[src/hw/rtl/ffba_pkg.sv]
// Shared types and constants of the first-fit block allocator.
// Fixed field widths, status codes and the compare result struct of the gap unit.
// No dependencies.
`timescale 1ns / 1ps
`default_nettype none

package ffba_pkg;

  // Fixed widths of the item fields
  localparam int unsigned FIELD_W    = 12;
  localparam int unsigned STATUS_W   = 2;
  localparam int unsigned IN_DATA_W  = 24;  // request_bytes, free_address
  localparam int unsigned OUT_DATA_W = 16;  // payload_address, status, zero pad

  // Operation selector carried in tuser
  localparam logic FUNC_ALLOC = 1'b0;
  localparam logic FUNC_FREE  = 1'b1;

  typedef enum logic [STATUS_W-1:0] {
    ST_OK      = 2'd0,
    ST_NOROOM  = 2'd1,
    ST_FULL    = 2'd2,
    ST_UNKNOWN = 2'd3
  } status_e;

  // Compare results of the gap unit for the entry under test
  typedef struct packed {
    logic fit;    // gap before the entry holds the request
    logic match;  // entry payload address equals the free address
  } gap_res_t;

endpackage : ffba_pkg

`default_nettype wire

[src/hw/rtl/first_fit_block_allocator_core.sv]
// First-fit block allocator core: address-ordered block table in a memory,
// scanned and shifted by a small sequencer around one shared compare unit.
// Each entry is read in S_SCAN_RD and tested in S_SCAN_EV. One item at a time: a
// new request is taken only once the result of the last one has been taken.
// Reset (rst_ni low) empties the table.
`timescale 1ns / 1ps
`default_nettype none

module first_fit_block_allocator_core
  import ffba_pkg::*;
#(
  parameter int unsigned ARENA_BYTES  = 4096,
  parameter int unsigned HEADER_BYTES = 24,
  parameter int unsigned MAX_BLOCKS   = 64
) (
  input  wire                   clk_i,
  input  wire                   rst_ni,
  // Request stream
  input  wire                   s_axis_tvalid_i,
  output logic                  s_axis_tready_o,
  input  wire  [IN_DATA_W-1:0]  s_axis_tdata_i,  // [11:0] request_bytes, [23:12] free_address
  input  wire                   s_axis_tuser_i,  // [0] func
  // Result stream
  output logic                  m_axis_tvalid_o,
  input  wire                   m_axis_tready_i,
  output logic [OUT_DATA_W-1:0] m_axis_tdata_o   // [11:0] payload_address, [13:12] status
);

  // Widths derived from the arena and table size
  localparam int unsigned SW  = $clog2(ARENA_BYTES);         // stored start offset
  localparam int unsigned CW  = $clog2(ARENA_BYTES + 8192) + 1; // compare width
  localparam int unsigned IW  = $clog2(MAX_BLOCKS);          // table index
  localparam int unsigned CNW = $clog2(MAX_BLOCKS + 1);      // entry count
  localparam int unsigned DW  = SW + FIELD_W;                // table word

  localparam logic [CW-1:0]  Hdr    = CW'(HEADER_BYTES);
  localparam logic [CNW-1:0] MaxCnt = CNW'(MAX_BLOCKS);

  // Sequencer states
  localparam logic [3:0] S_IDLE    = 4'd0;
  localparam logic [3:0] S_SCAN_RD = 4'd1;
  localparam logic [3:0] S_SCAN_EV = 4'd2;
  localparam logic [3:0] S_UP_RD   = 4'd3;
  localparam logic [3:0] S_UP_WR   = 4'd4;
  localparam logic [3:0] S_INS     = 4'd5;
  localparam logic [3:0] S_DN_RD   = 4'd6;
  localparam logic [3:0] S_DN_WR   = 4'd7;
  localparam logic [3:0] S_DONE    = 4'd8;

  logic [3:0]         state_q, state_d;
  logic [CNW-1:0]     count_q, count_d;
  logic [CNW-1:0]     idx_q, idx_d;
  logic [IW-1:0]      j_q, j_d;
  logic [CW-1:0]      prev_end_q, prev_end_d;
  logic               func_q;
  logic [FIELD_W-1:0] req_q;
  logic [FIELD_W-1:0] faddr_q;
  logic [CW-1:0]      need_q;
  logic [FIELD_W-1:0] res_addr_q, res_addr_d;
  status_e            res_st_q, res_st_d;

  // Table port
  logic               mem_we;
  logic [IW-1:0]      mem_waddr;
  logic [DW-1:0]      mem_wdata;
  logic               mem_re;
  logic [IW-1:0]      mem_raddr;
  logic [DW-1:0]      mem_rdata;

  // Gap unit
  gap_res_t           gap_res;
  logic [CW-1:0]      ent_end;
  logic               at_end;
  logic               in_accept;

  assign in_accept       = s_axis_tvalid_i && s_axis_tready_o;
  assign s_axis_tready_o = (state_q == S_IDLE);
  assign m_axis_tvalid_o = (state_q == S_DONE);
  assign m_axis_tdata_o  = {{(OUT_DATA_W - FIELD_W - STATUS_W){1'b0}}, res_st_q, res_addr_q};

  // The entry under test is the end sentinel once the scan passes the table
  assign at_end = (idx_q == count_q);

  ffba_table #(
    .DEPTH (MAX_BLOCKS),
    .DW    (DW)
  ) u_table (
    .clk_i   (clk_i),
    .we_i    (mem_we),
    .waddr_i (mem_waddr),
    .wdata_i (mem_wdata),
    .re_i    (mem_re),
    .raddr_i (mem_raddr),
    .rdata_o (mem_rdata)
  );

  ffba_gap_unit #(
    .ARENA_BYTES  (ARENA_BYTES),
    .HEADER_BYTES (HEADER_BYTES),
    .CW           (CW),
    .SW           (SW)
  ) u_gap (
    .ent_start_i    (mem_rdata[DW-1:FIELD_W]),
    .ent_payload_i  (mem_rdata[FIELD_W-1:0]),
    .use_sentinel_i (at_end),
    .prev_end_i     (prev_end_q),
    .need_i         (need_q),
    .free_addr_i    (faddr_q),
    .res_o          (gap_res),
    .ent_end_o      (ent_end)
  );

  // Sequencer: scan, then shift the table up (allocate) or down (free)
  always_comb begin
    state_d    = state_q;
    count_d    = count_q;
    idx_d      = idx_q;
    j_d        = j_q;
    prev_end_d = prev_end_q;
    res_addr_d = res_addr_q;
    res_st_d   = res_st_q;
    mem_we     = 1'b0;
    mem_waddr  = j_q;
    mem_wdata  = mem_rdata;
    mem_re     = 1'b0;
    mem_raddr  = idx_q[IW-1:0];

    unique case (state_q)
      S_IDLE: begin
        if (in_accept) begin
          idx_d      = '0;
          prev_end_d = Hdr;  // end of the start sentinel
          res_addr_d = '0;
          res_st_d   = ST_OK;
          if ((s_axis_tuser_i == FUNC_ALLOC) && (count_q == MaxCnt)) begin
            res_st_d = ST_FULL;
            state_d  = S_DONE;
          end else begin
            state_d = S_SCAN_RD;
          end
        end
      end
      S_SCAN_RD: begin
        // Fetch the entry; past the table the sentinel stands in
        mem_re  = !at_end;
        state_d = S_SCAN_EV;
      end
      S_SCAN_EV: begin
        if (func_q == FUNC_ALLOC) begin
          if (gap_res.fit) begin
            if (at_end) begin
              state_d = S_INS;
            end else begin
              j_d     = IW'(count_q - CNW'(1));
              state_d = S_UP_RD;
            end
          end else if (at_end) begin
            res_st_d = ST_NOROOM;
            state_d  = S_DONE;
          end else begin
            prev_end_d = ent_end;
            idx_d      = idx_q + CNW'(1);
            state_d    = S_SCAN_RD;
          end
        end else begin
          if (at_end) begin
            res_st_d = ST_UNKNOWN;
            state_d  = S_DONE;
          end else if (gap_res.match) begin
            j_d     = idx_q[IW-1:0];
            state_d = S_DN_RD;
          end else begin
            idx_d   = idx_q + CNW'(1);
            state_d = S_SCAN_RD;
          end
        end
      end
      S_UP_RD: begin
        mem_re    = 1'b1;
        mem_raddr = j_q;
        state_d   = S_UP_WR;
      end
      S_UP_WR: begin
        // Move entry j one place up
        mem_we    = 1'b1;
        mem_waddr = j_q + IW'(1);
        if (j_q == idx_q[IW-1:0]) begin
          state_d = S_INS;
        end else begin
          j_d     = j_q - IW'(1);
          state_d = S_UP_RD;
        end
      end
      S_INS: begin
        mem_we     = 1'b1;
        mem_waddr  = idx_q[IW-1:0];
        mem_wdata  = {prev_end_q[SW-1:0], req_q};
        count_d    = count_q + CNW'(1);
        res_addr_d = FIELD_W'(prev_end_q + Hdr);
        state_d    = S_DONE;
      end
      S_DN_RD: begin
        if ((CNW'(j_q) + CNW'(1)) < count_q) begin
          mem_re    = 1'b1;
          mem_raddr = j_q + IW'(1);
          state_d   = S_DN_WR;
        end else begin
          count_d = count_q - CNW'(1);
          state_d = S_DONE;
        end
      end
      S_DN_WR: begin
        // Move entry j+1 one place down
        mem_we    = 1'b1;
        mem_waddr = j_q;
        j_d       = j_q + IW'(1);
        state_d   = S_DN_RD;
      end
      S_DONE: begin
        // Hold the result until taken
        if (m_axis_tready_i) begin
          state_d = S_IDLE;
        end
      end
      default: begin
        state_d = S_IDLE;
      end
    endcase
  end

  always_ff @(posedge clk_i or negedge rst_ni) begin
    if (!rst_ni) begin
      state_q <= S_IDLE;
      count_q <= '0;
    end else begin
      state_q <= state_d;
      count_q <= count_d;
    end
  end

  // Working and result registers need no reset
  always_ff @(posedge clk_i) begin
    idx_q      <= idx_d;
    j_q        <= j_d;
    prev_end_q <= prev_end_d;
    res_addr_q <= res_addr_d;
    res_st_q   <= res_st_d;
    if (in_accept) begin
      func_q  <= s_axis_tuser_i;
      req_q   <= s_axis_tdata_i[FIELD_W-1:0];
      faddr_q <= s_axis_tdata_i[2*FIELD_W-1:FIELD_W];
      need_q  <= CW'(s_axis_tdata_i[FIELD_W-1:0]) + Hdr;
    end
  end

endmodule : first_fit_block_allocator_core

`default_nettype wire

[src/hw/rtl/ffba_table.sv]
// Block table memory of the allocator: one write port, one read port.
// Read data is registered. No reset; entries are undefined until written.
`timescale 1ns / 1ps
`default_nettype none

module ffba_table #(
  parameter int unsigned DEPTH = 64,
  parameter int unsigned DW    = 24
) (
  input  wire                      clk_i,
  input  wire                      we_i,
  input  wire  [$clog2(DEPTH)-1:0] waddr_i,
  input  wire  [DW-1:0]            wdata_i,
  input  wire                      re_i,
  input  wire  [$clog2(DEPTH)-1:0] raddr_i,
  output logic [DW-1:0]            rdata_o
);

  logic [DW-1:0] mem_q [DEPTH];

  always_ff @(posedge clk_i) begin
    if (we_i) begin
      mem_q[waddr_i] <= wdata_i;
    end
  end

  always_ff @(posedge clk_i) begin
    if (re_i) begin
      rdata_o <= mem_q[raddr_i];
    end
  end

endmodule : ffba_table

`default_nettype wire

[src/hw/rtl/ffba_gap_unit.sv]
// Shared compare unit of the allocator: gap fit, block end and payload match.
// Evaluates one table entry (or the end sentinel) per use. Uses ffba_pkg.
`timescale 1ns / 1ps
`default_nettype none

module ffba_gap_unit
  import ffba_pkg::*;
#(
  parameter int unsigned ARENA_BYTES  = 4096,
  parameter int unsigned HEADER_BYTES = 24,
  parameter int unsigned CW           = 14,
  parameter int unsigned SW           = 12
) (
  input  wire  [SW-1:0]      ent_start_i,
  input  wire  [FIELD_W-1:0] ent_payload_i,
  input  wire                use_sentinel_i,
  input  wire  [CW-1:0]      prev_end_i,
  input  wire  [CW-1:0]      need_i,
  input  wire  [FIELD_W-1:0] free_addr_i,
  output gap_res_t           res_o,
  output logic [CW-1:0]      ent_end_o
);

  localparam logic [CW-1:0] Hdr      = CW'(HEADER_BYTES);
  localparam logic [CW-1:0] EndStart = CW'(ARENA_BYTES - 1 - HEADER_BYTES);

  logic [CW-1:0] start_ext;
  logic [CW-1:0] next_start;

  assign start_ext  = CW'(ent_start_i);
  assign next_start = use_sentinel_i ? EndStart : start_ext;

  assign res_o.fit   = next_start >= (prev_end_i + need_i);
  assign res_o.match = (start_ext + Hdr) == CW'(free_addr_i);
  assign ent_end_o   = start_ext + CW'(ent_payload_i) + Hdr;

endmodule : ffba_gap_unit

`default_nettype wire
[config.mk]
export PLATFORM = sky130hd
export DESIGN_NAME = first_fit_block_allocator_core
export DESIGN_NICKNAME = d
export VERILOG_FILES = /design/src/hw/rtl/ffba_pkg.sv /design/src/hw/rtl/first_fit_block_allocator_core.sv /design/src/hw/rtl/ffba_table.sv /design/src/hw/rtl/ffba_gap_unit.sv
export SDC_FILE = /design/constraint.sdc
export NUM_CORES = 2
export LEC_CHECK = 0
export BUFFER_PORTS_ARGS = -buffer_cell sky130_fd_sc_hd__buf_2
export CAP_MARGIN = 20
export CELL_PAD_IN_SITES_DETAIL_PLACEMENT = 0
export CELL_PAD_IN_SITES_GLOBAL_PLACEMENT = 1
export CORE_MARGIN = 4
export CORE_UTILIZATION = 48
export DETAILED_ROUTE_END_ITERATION = 6
export PLACE_DENSITY_LB_ADDON = 0.1
export SETUP_SLACK_MARGIN = 0.1
export SYNTH_ARGS = -nofsm -noshare
export SYNTH_HDL_FRONTEND = slang
export SYNTH_SLANG_ARGS = --single-unit
[constraint.sdc]
create_clock -name clk_i -period 4.65 [get_ports clk_i]
set_input_delay 0.93 -clock clk_i [delete_from_list [all_inputs] [get_ports clk_i]]
set_output_delay 0.93 -clock clk_i [all_outputs]
set_load 0.01 [all_outputs]
# == Yosys cells after proc, flatten, opt, wreduce, memory -nomap -nowiden ==
# Memories as Yosys holds them, arrays and structs flattened. A register that Yosys moved wholly into a read port is not among the register bits.
# Index checks and enable logic that the tools add are counted.
# totals
register_bits,93
latch_bits,0
mem_bits_rw,1536
mem_bits_ro,0
input_bits,29
out_inout_bits,18
elab_cells,119
mem_count,1
# classes
n_addsub,12
n_mul,0
div_mod_pow,0
n_lt_le_gt_ge,2
n_eq_ne,24
shift,0
n_mux,52
bitwise_logic,1
n_reduce_logical,16
# mem_list
name,depth,width,read_ports,rd_clocked_by_memory_dff,write_ports,line_no,text
u_table.mem_q,64,24,1,1,1,ffba_table.sv:19,logic [DW-1:0] mem_q [DEPTH];
# op_table
cell,n
15-bit two-way mux,4
7-bit two-way mux,7
6-bit two-way mux,7
4-bit one-hot mux with 9 select lines,1
4-bit two-way mux,8
15-bit one-hot mux with 2 select lines,1
7-bit one-hot mux with 2 select lines,2
12-bit by 5-bit adder with 13-bit output (second input constant),2
12-bit two-way mux,2
24-bit two-way mux,1
12-bit one-hot mux with 2 select lines,1
6-bit one-hot mux with 2 select lines,2
6-bit one-hot mux with 3 select lines,1
4-bit by 3-bit equality test with 1-bit output (second input constant),4
15-bit adder,1
15-bit by 5-bit adder with 15-bit output (second input constant),1
15-bit by 12-bit equality test with 1-bit output,1
15-bit greater-or-equal comparator,1
5-bit AND reduction,3
7-bit by 1-bit adder with 7-bit output (second input constant),2
12-bit by 12-bit adder with 13-bit output,1
12-bit by 5-bit adder with 12-bit output (second input constant),1
2-bit two-way mux,6
2-bit inequality test (second input constant),6
other kinds (26),41

# == Depth between registers and ports, before layout ==
# logic_depth
word_depth,6
ltp_mapped,18
mapped_depth_nobuf,17

# == Hierarchy ==
# From an unflattened synthesis, not the netlist that was laid out.
# hier_totals
cells_unflattened,3359
area_unflattened_um2,66523.8
# modules_own_cells
module,n_inst,cells_each,area_per_inst_um2,seq_area_each_um2
ffba_table,1,2610,59535.8,46844.9
first_fit_block_allocator_core,1,506,5066.1,2587.5
ffba_gap_unit,1,243,1921.8,0.0

# == Worst setup path after synthesis ==
# Ideal clock, no wire load.
# synth_timing
path_kind,reg2reg
from,reg state_q[3]
to,mem u_table.mem_q[0][15] (data pin)
setup_ns,0.702
t_arrival_ns,3.920
required_time_ns,3.948
path_slack_ns,0.028
path_stages_with_launch,8
n_path_buf,3
synth_period_minus_slack_ns,4.622
cell_sequence,dfrtp_1 > clkbuf_1 > nand2b_1 > nor2_1 > and2_1 > clkbuf_1 > clkbuf_1 > o21ai_0
# synth_via
elab_chain_len,2
# synth_lines
item,line_no,text
"start, declared",first_fit_block_allocator_core.sv:50,"logic [3:0] state_q, state_d;"
"start signal, assigned",first_fit_block_allocator_core.sv:236,state_q <= state_d;
4-bit by 3-bit equality test with 1-bit output,first_fit_block_allocator_core.sv:128,unique case (state_q)
24-bit two-way mux,first_fit_block_allocator_core.sv:128,
net mem_wdata[15],first_fit_block_allocator_core.sv:65,logic [DW-1:0] mem_wdata;
"end, declared",ffba_table.sv:19,
# The timed path passes the listed nets, and every way through them passes these cells.

# == Worst setup path after layout ==
# layout_timing
from,reg j_q[0]
to,reg u_table.rdata_o[7] (read register of u_table.mem_q) (data pin)
# layout_via
elab_chain_len,4
word_cells_on_any_way,7
cone_classes,add/sub (2); order compare (1); mux (4)
# layout_lines
item,line_no,text
"start, declared",first_fit_block_allocator_core.sv:53,"logic [IW-1:0] j_q, j_d;"
"start signal, assigned",first_fit_block_allocator_core.sv:244,j_q <= j_d;
6-bit by 1-bit adder with 7-bit output,first_fit_block_allocator_core.sv:203,if ((CNW'(j_q) + CNW'(1)) < count_q) begin
7-bit < comparator,first_fit_block_allocator_core.sv:203,
1-bit two-way mux or 6-bit two-way mux (tied branches),first_fit_block_allocator_core.sv:203,
1-bit one-hot mux with 3 select lines or 6-bit one-hot mux with 2 select lines (tied branches),first_fit_block_allocator_core.sv:128,
"end, declared",ffba_table.sv:16,output logic [DW-1:0] rdata_o
# Parallel ways exist; a longest one is shown, timed or not.
# A chain may end at the register's enable or synchronous reset.

==> results.py <==
metrics = {
    "run_status": {
        "outcome": "finished, violations left",
        "violations": "setup timing",
    },
    "power": {
        "total_leakage_power_nw": 28.9,
        "pwr-share-seq_pct": 33.2,
        "p_clk_share_pct": 21.6,
        "power_mw": 61.4,
        "intPower_mw": 37.7,
        "powerDensity_nw_per_um2": 748,
        "power_frac_comb_pct": 45.2,
        "swShare_pct": 38.6,
        "power.switching_mw": 23.7,
        "ir_drop_mv": 0.398,
    },
    "cells_and_area": {
        "nets": 5420,
        "nFillCells": 11200,
        "final_cell_mix": "1636 x edfxtp_1, 875 x nand2_1, 531 x nand3_1",
        "post-route-util_pct": 58.1,
        "fin_area_um2": 82100,
        "final_common_cell": "edfxtp_1",
        "syn_to_final_growth_pct": 20.4,
        "layout-drive-gt1-share_pct": 20.1,
    },
    "timing": {
        "clock.fmax_ghz": 0.210,
        "slew_headroom_pct": 25.8,
        "tightest_slew_ns": 1.11,
        "rsz0062_at_grt": "yes",
        "fin_ws_ns": -0.112,
        "finalSetupViolCount": 6,
        "finalCritPeriodShare_pct": 102,
        "maxSlewViolCount": 0,
        "fin_crit_ns": 4.76,
        "hold_slack_ns": 0.316,
        "clock-skew-final_ns": 0.0288,
        "hold_violations": 0,
    },
    "place": {
        "place_area_um2": 74100,
        "port-buffer-count": 44,
        "gp_congestion": 0.847,
        "pre_cts_ws_ns": -0.807,
        "dp_hpwl_um": 124000,
    },
    "setup_path": {
        "cpPeakStageDelay_ns": 0.45,
        "crit_slowest_cell": "a221o_2",
        "start_kind": "flop",
        "worstPathMaxFanout": 6,
        "cp-end-kind": "flop",
        "crit_chain": "ha_2 > nand3_2 > xnor2_2 > ha_1 > a211o_4 > a211oi_4 > buf_6 > a21oi_4 > a221o_2 > buf_6 > nand3_4 > buf_12 > buf_4 > buf_8 > o22ai_1 > o21ai_1 > buf_4 > nand4_1 > buf_4 > or4_4",
        "cp.required_ns": 5.18,
        "critPathKind": "reg2reg",
        "cp_data_arrival_time_ns": 5.29,
        "crit_top_cell": "buf_4",
    },
    "route": {
        "drcViolationCount": 0,
        "wire_per_inst_um": 27.8,
        "drt_iter0_markers": 4809,
        "drt-pass1-iter-count": 6,
        "num_vias": 43100,
        "route.antenna.remaining_nets": 0,
        "avgViaCountPerCell": 5.85,
        "wirelength_um": 205000,
    },
    "min_path": {
        "hold_path_class": "in2reg",
    },
    "synth": {
        "netlist_area_um2": 68200,
        "synth_ff_type": "edfxtp_1",
        "ys_ff_latch": 1647,
        "avgSynthCellArea_um2": 14.1,
        "async_reset_ff_share_pct": 0.668,
        "netlist_instances": 4849,
        "synth_edf_count": 1636,
        "ys_seq_area_share_pct": 72.5,
        "ys_types": 89,
        "yosysWarnings": 0,
    },
    "global_route": {
        "antenna_found_initial": 11,
        "grt_pass1_vias": 40700,
        "track_usage_pct": 27.2,
        "grt_pass1_wl_um": 289000,
        "grt_max_degree": 84,
        "overflow": 0,
    },
    "clock_network": {
        "clockBufferDepth": 3,
        "path_clk_slew_ns": 0.06,
        "clk_latency_ns": 0.80,
        "cts.htree.levels": 4,
        "cts_tree": "built",
        "cts_root_buf": "clkbuf_16",
        "clock_sinks": 1647,
        "cts_buffers": 172,
    },
    "job": {
        "maxCapViolCount": 0,
    },
    "floorplan": {
        "initial_core_util_pct": 48.3,
        "rows": 138,
        "num_io_pins": 47,
        "dieHeight_um": 385,
        "dieArea_um2": 148000,
        "die_x_um": 385,
        "core_um2": 141000,
    },
}
-- worst max-delay path, delay by kind of cell, from the launching register on --
family | cells | cell delay (ns)
buf+inv | 7 | 1.11
xor+xnor | 1 | 0.16
compound gates | 6 | 1.37
flops | 1 | 0.44
fa+ha+maj | 2 | 0.54
simple gates | 4 | 0.86
-- metrics by stage --
| step | TNS, ns | cells |
|---|---|---|
| detailed placement | -6.51 | 6940 |
| CTS | -0.282 | 7312 |
| floorplan | 0 | 4850 |
| global placement | -5.37 | 6939 |
| global route | -1.46 | 7365 |
| finish | -0.399 | 7370 |
-- sequential cells by signal (all words and copies together) (netlist names) --
register         flops
need_q              10
u_table.rdata_o     24
state_q              4
faddr_q             12
func_q               1
res_addr_q          12
idx_q                7
res_st_q             2
j_q                  6
count_q              7
u_table.mem_q     1536
req_q               12
prev_end_q          14
-- cells in the mapped netlist, types with 11 or more instances --
master | number | area share, %
dfrtp_1 | 11 | 0.40
nand4_1 | 57 | 0.52
nand2b_1 | 27 | 0.25
buf_1 | 11 | 0.061
nand2_1 | 892 | 4.9
a31oi_1 | 25 | 0.23
mux2i_1 | 431 | 6.3
nor3_1 | 21 | 0.15
clkbuf_1 | 141 | 0.78
o22ai_1 | 71 | 0.65
o21ai_0 | 106 | 0.78
a21oi_1 | 80 | 0.59
a32oi_1 | 28 | 0.36
inv_1 | 44 | 0.24
buf_2 | 113 | 0.83
and3_1 | 15 | 0.14
o211ai_1 | 13 | 0.14
and2_1 | 12 | 0.11
or4_1 | 24 | 0.26
nand3_1 | 541 | 4.0
xor2_1 | 36 | 0.46
a221oi_1 | 29 | 0.37
buf_4 | 18 | 0.20
a21boi_0 | 13 | 0.14
a21o_1 | 13 | 0.14
nor2b_1 | 12 | 0.11
edfxtp_1 | 1636 | 72
a21boi_1 | 13 | 0.14
xnor2_1 | 40 | 0.51
nor2_1 | 150 | 0.83
ha_1 | 53 | 0.97
o2111ai_1 | 50 | 0.64
-- final timing paths --
check | start | to | slack, ns | cells past startpoint
min in group asynchronous | rst_ni | state_q[1] | 0.57 | 2
hold / removal | s_axis_tdata_i[0] | req_q[0] | 0.32 | 1
setup / recovery | j_q[0] | u_table.rdata_o[7] | -0.11 | 20
max in group asynchronous | rst_ni | count_q[5] | 3.84 | 2
hold reg to reg | count_q[3] | count_q[3] | 0.62 | 2
setup reg to reg | j_q[0] | u_table.rdata_o[7] | -0.11 | 20
-- cell families after synthesis --
group           Yosys count  share of synthesized area (%)
xor+xnor                 77                           1.01
flops                  1647                           72.5
buf+inv                 337                           2.27
mux                     434                           6.38
simple gates           1793                           11.8
fa+ha+maj                55                           1.03
compound gates          505                           5.03
other cells               1                        0.00550
-- area by class of cell --
class	instances	area, um^2	area share, %
diodes	6	15.0	0.0183
clock buffers	212	4520	5.51
clock inverters	100	866	1.06
inverters	44	168	0.204
multi-input cells	2867	18600	22.7
flip-flops and latches	1647	49400	60.2
well taps	1890	2360	2.88
repair buffers	604	6120	7.46
-- power by group through the flow --
stage,sequential (mW),combinational (mW),clock (mW)
2_1_floorplan,20.5,13.1,0
3_3_place_gp,20.7,24.4,0
3_5_place_dp,20.7,24.7,0
4_1_cts,20.4,26.1,13.5
5_1_grt,20.4,29.5,14.1
6_report,20.4,27.7,13.3
-- what timing repair did --
action / CTS / global route
resized for setup: 134 / 196
gates cloned: 8 / 5
endpoints found under the setup margin: 24 / 52
hold buffers: 1 / 0
hold endpoints to repair: 11 / 0
pin swaps: 39 / 55
buffers inserted: 52 / 50
-- routing by layer --
metal	wire length (um)	track usage [%]
met3	18100	6.51
met4	7100	9.60
met2	91300	40.5
met1	88400	39.4
met5	37	0
Power figures use the tool's default switching activity.
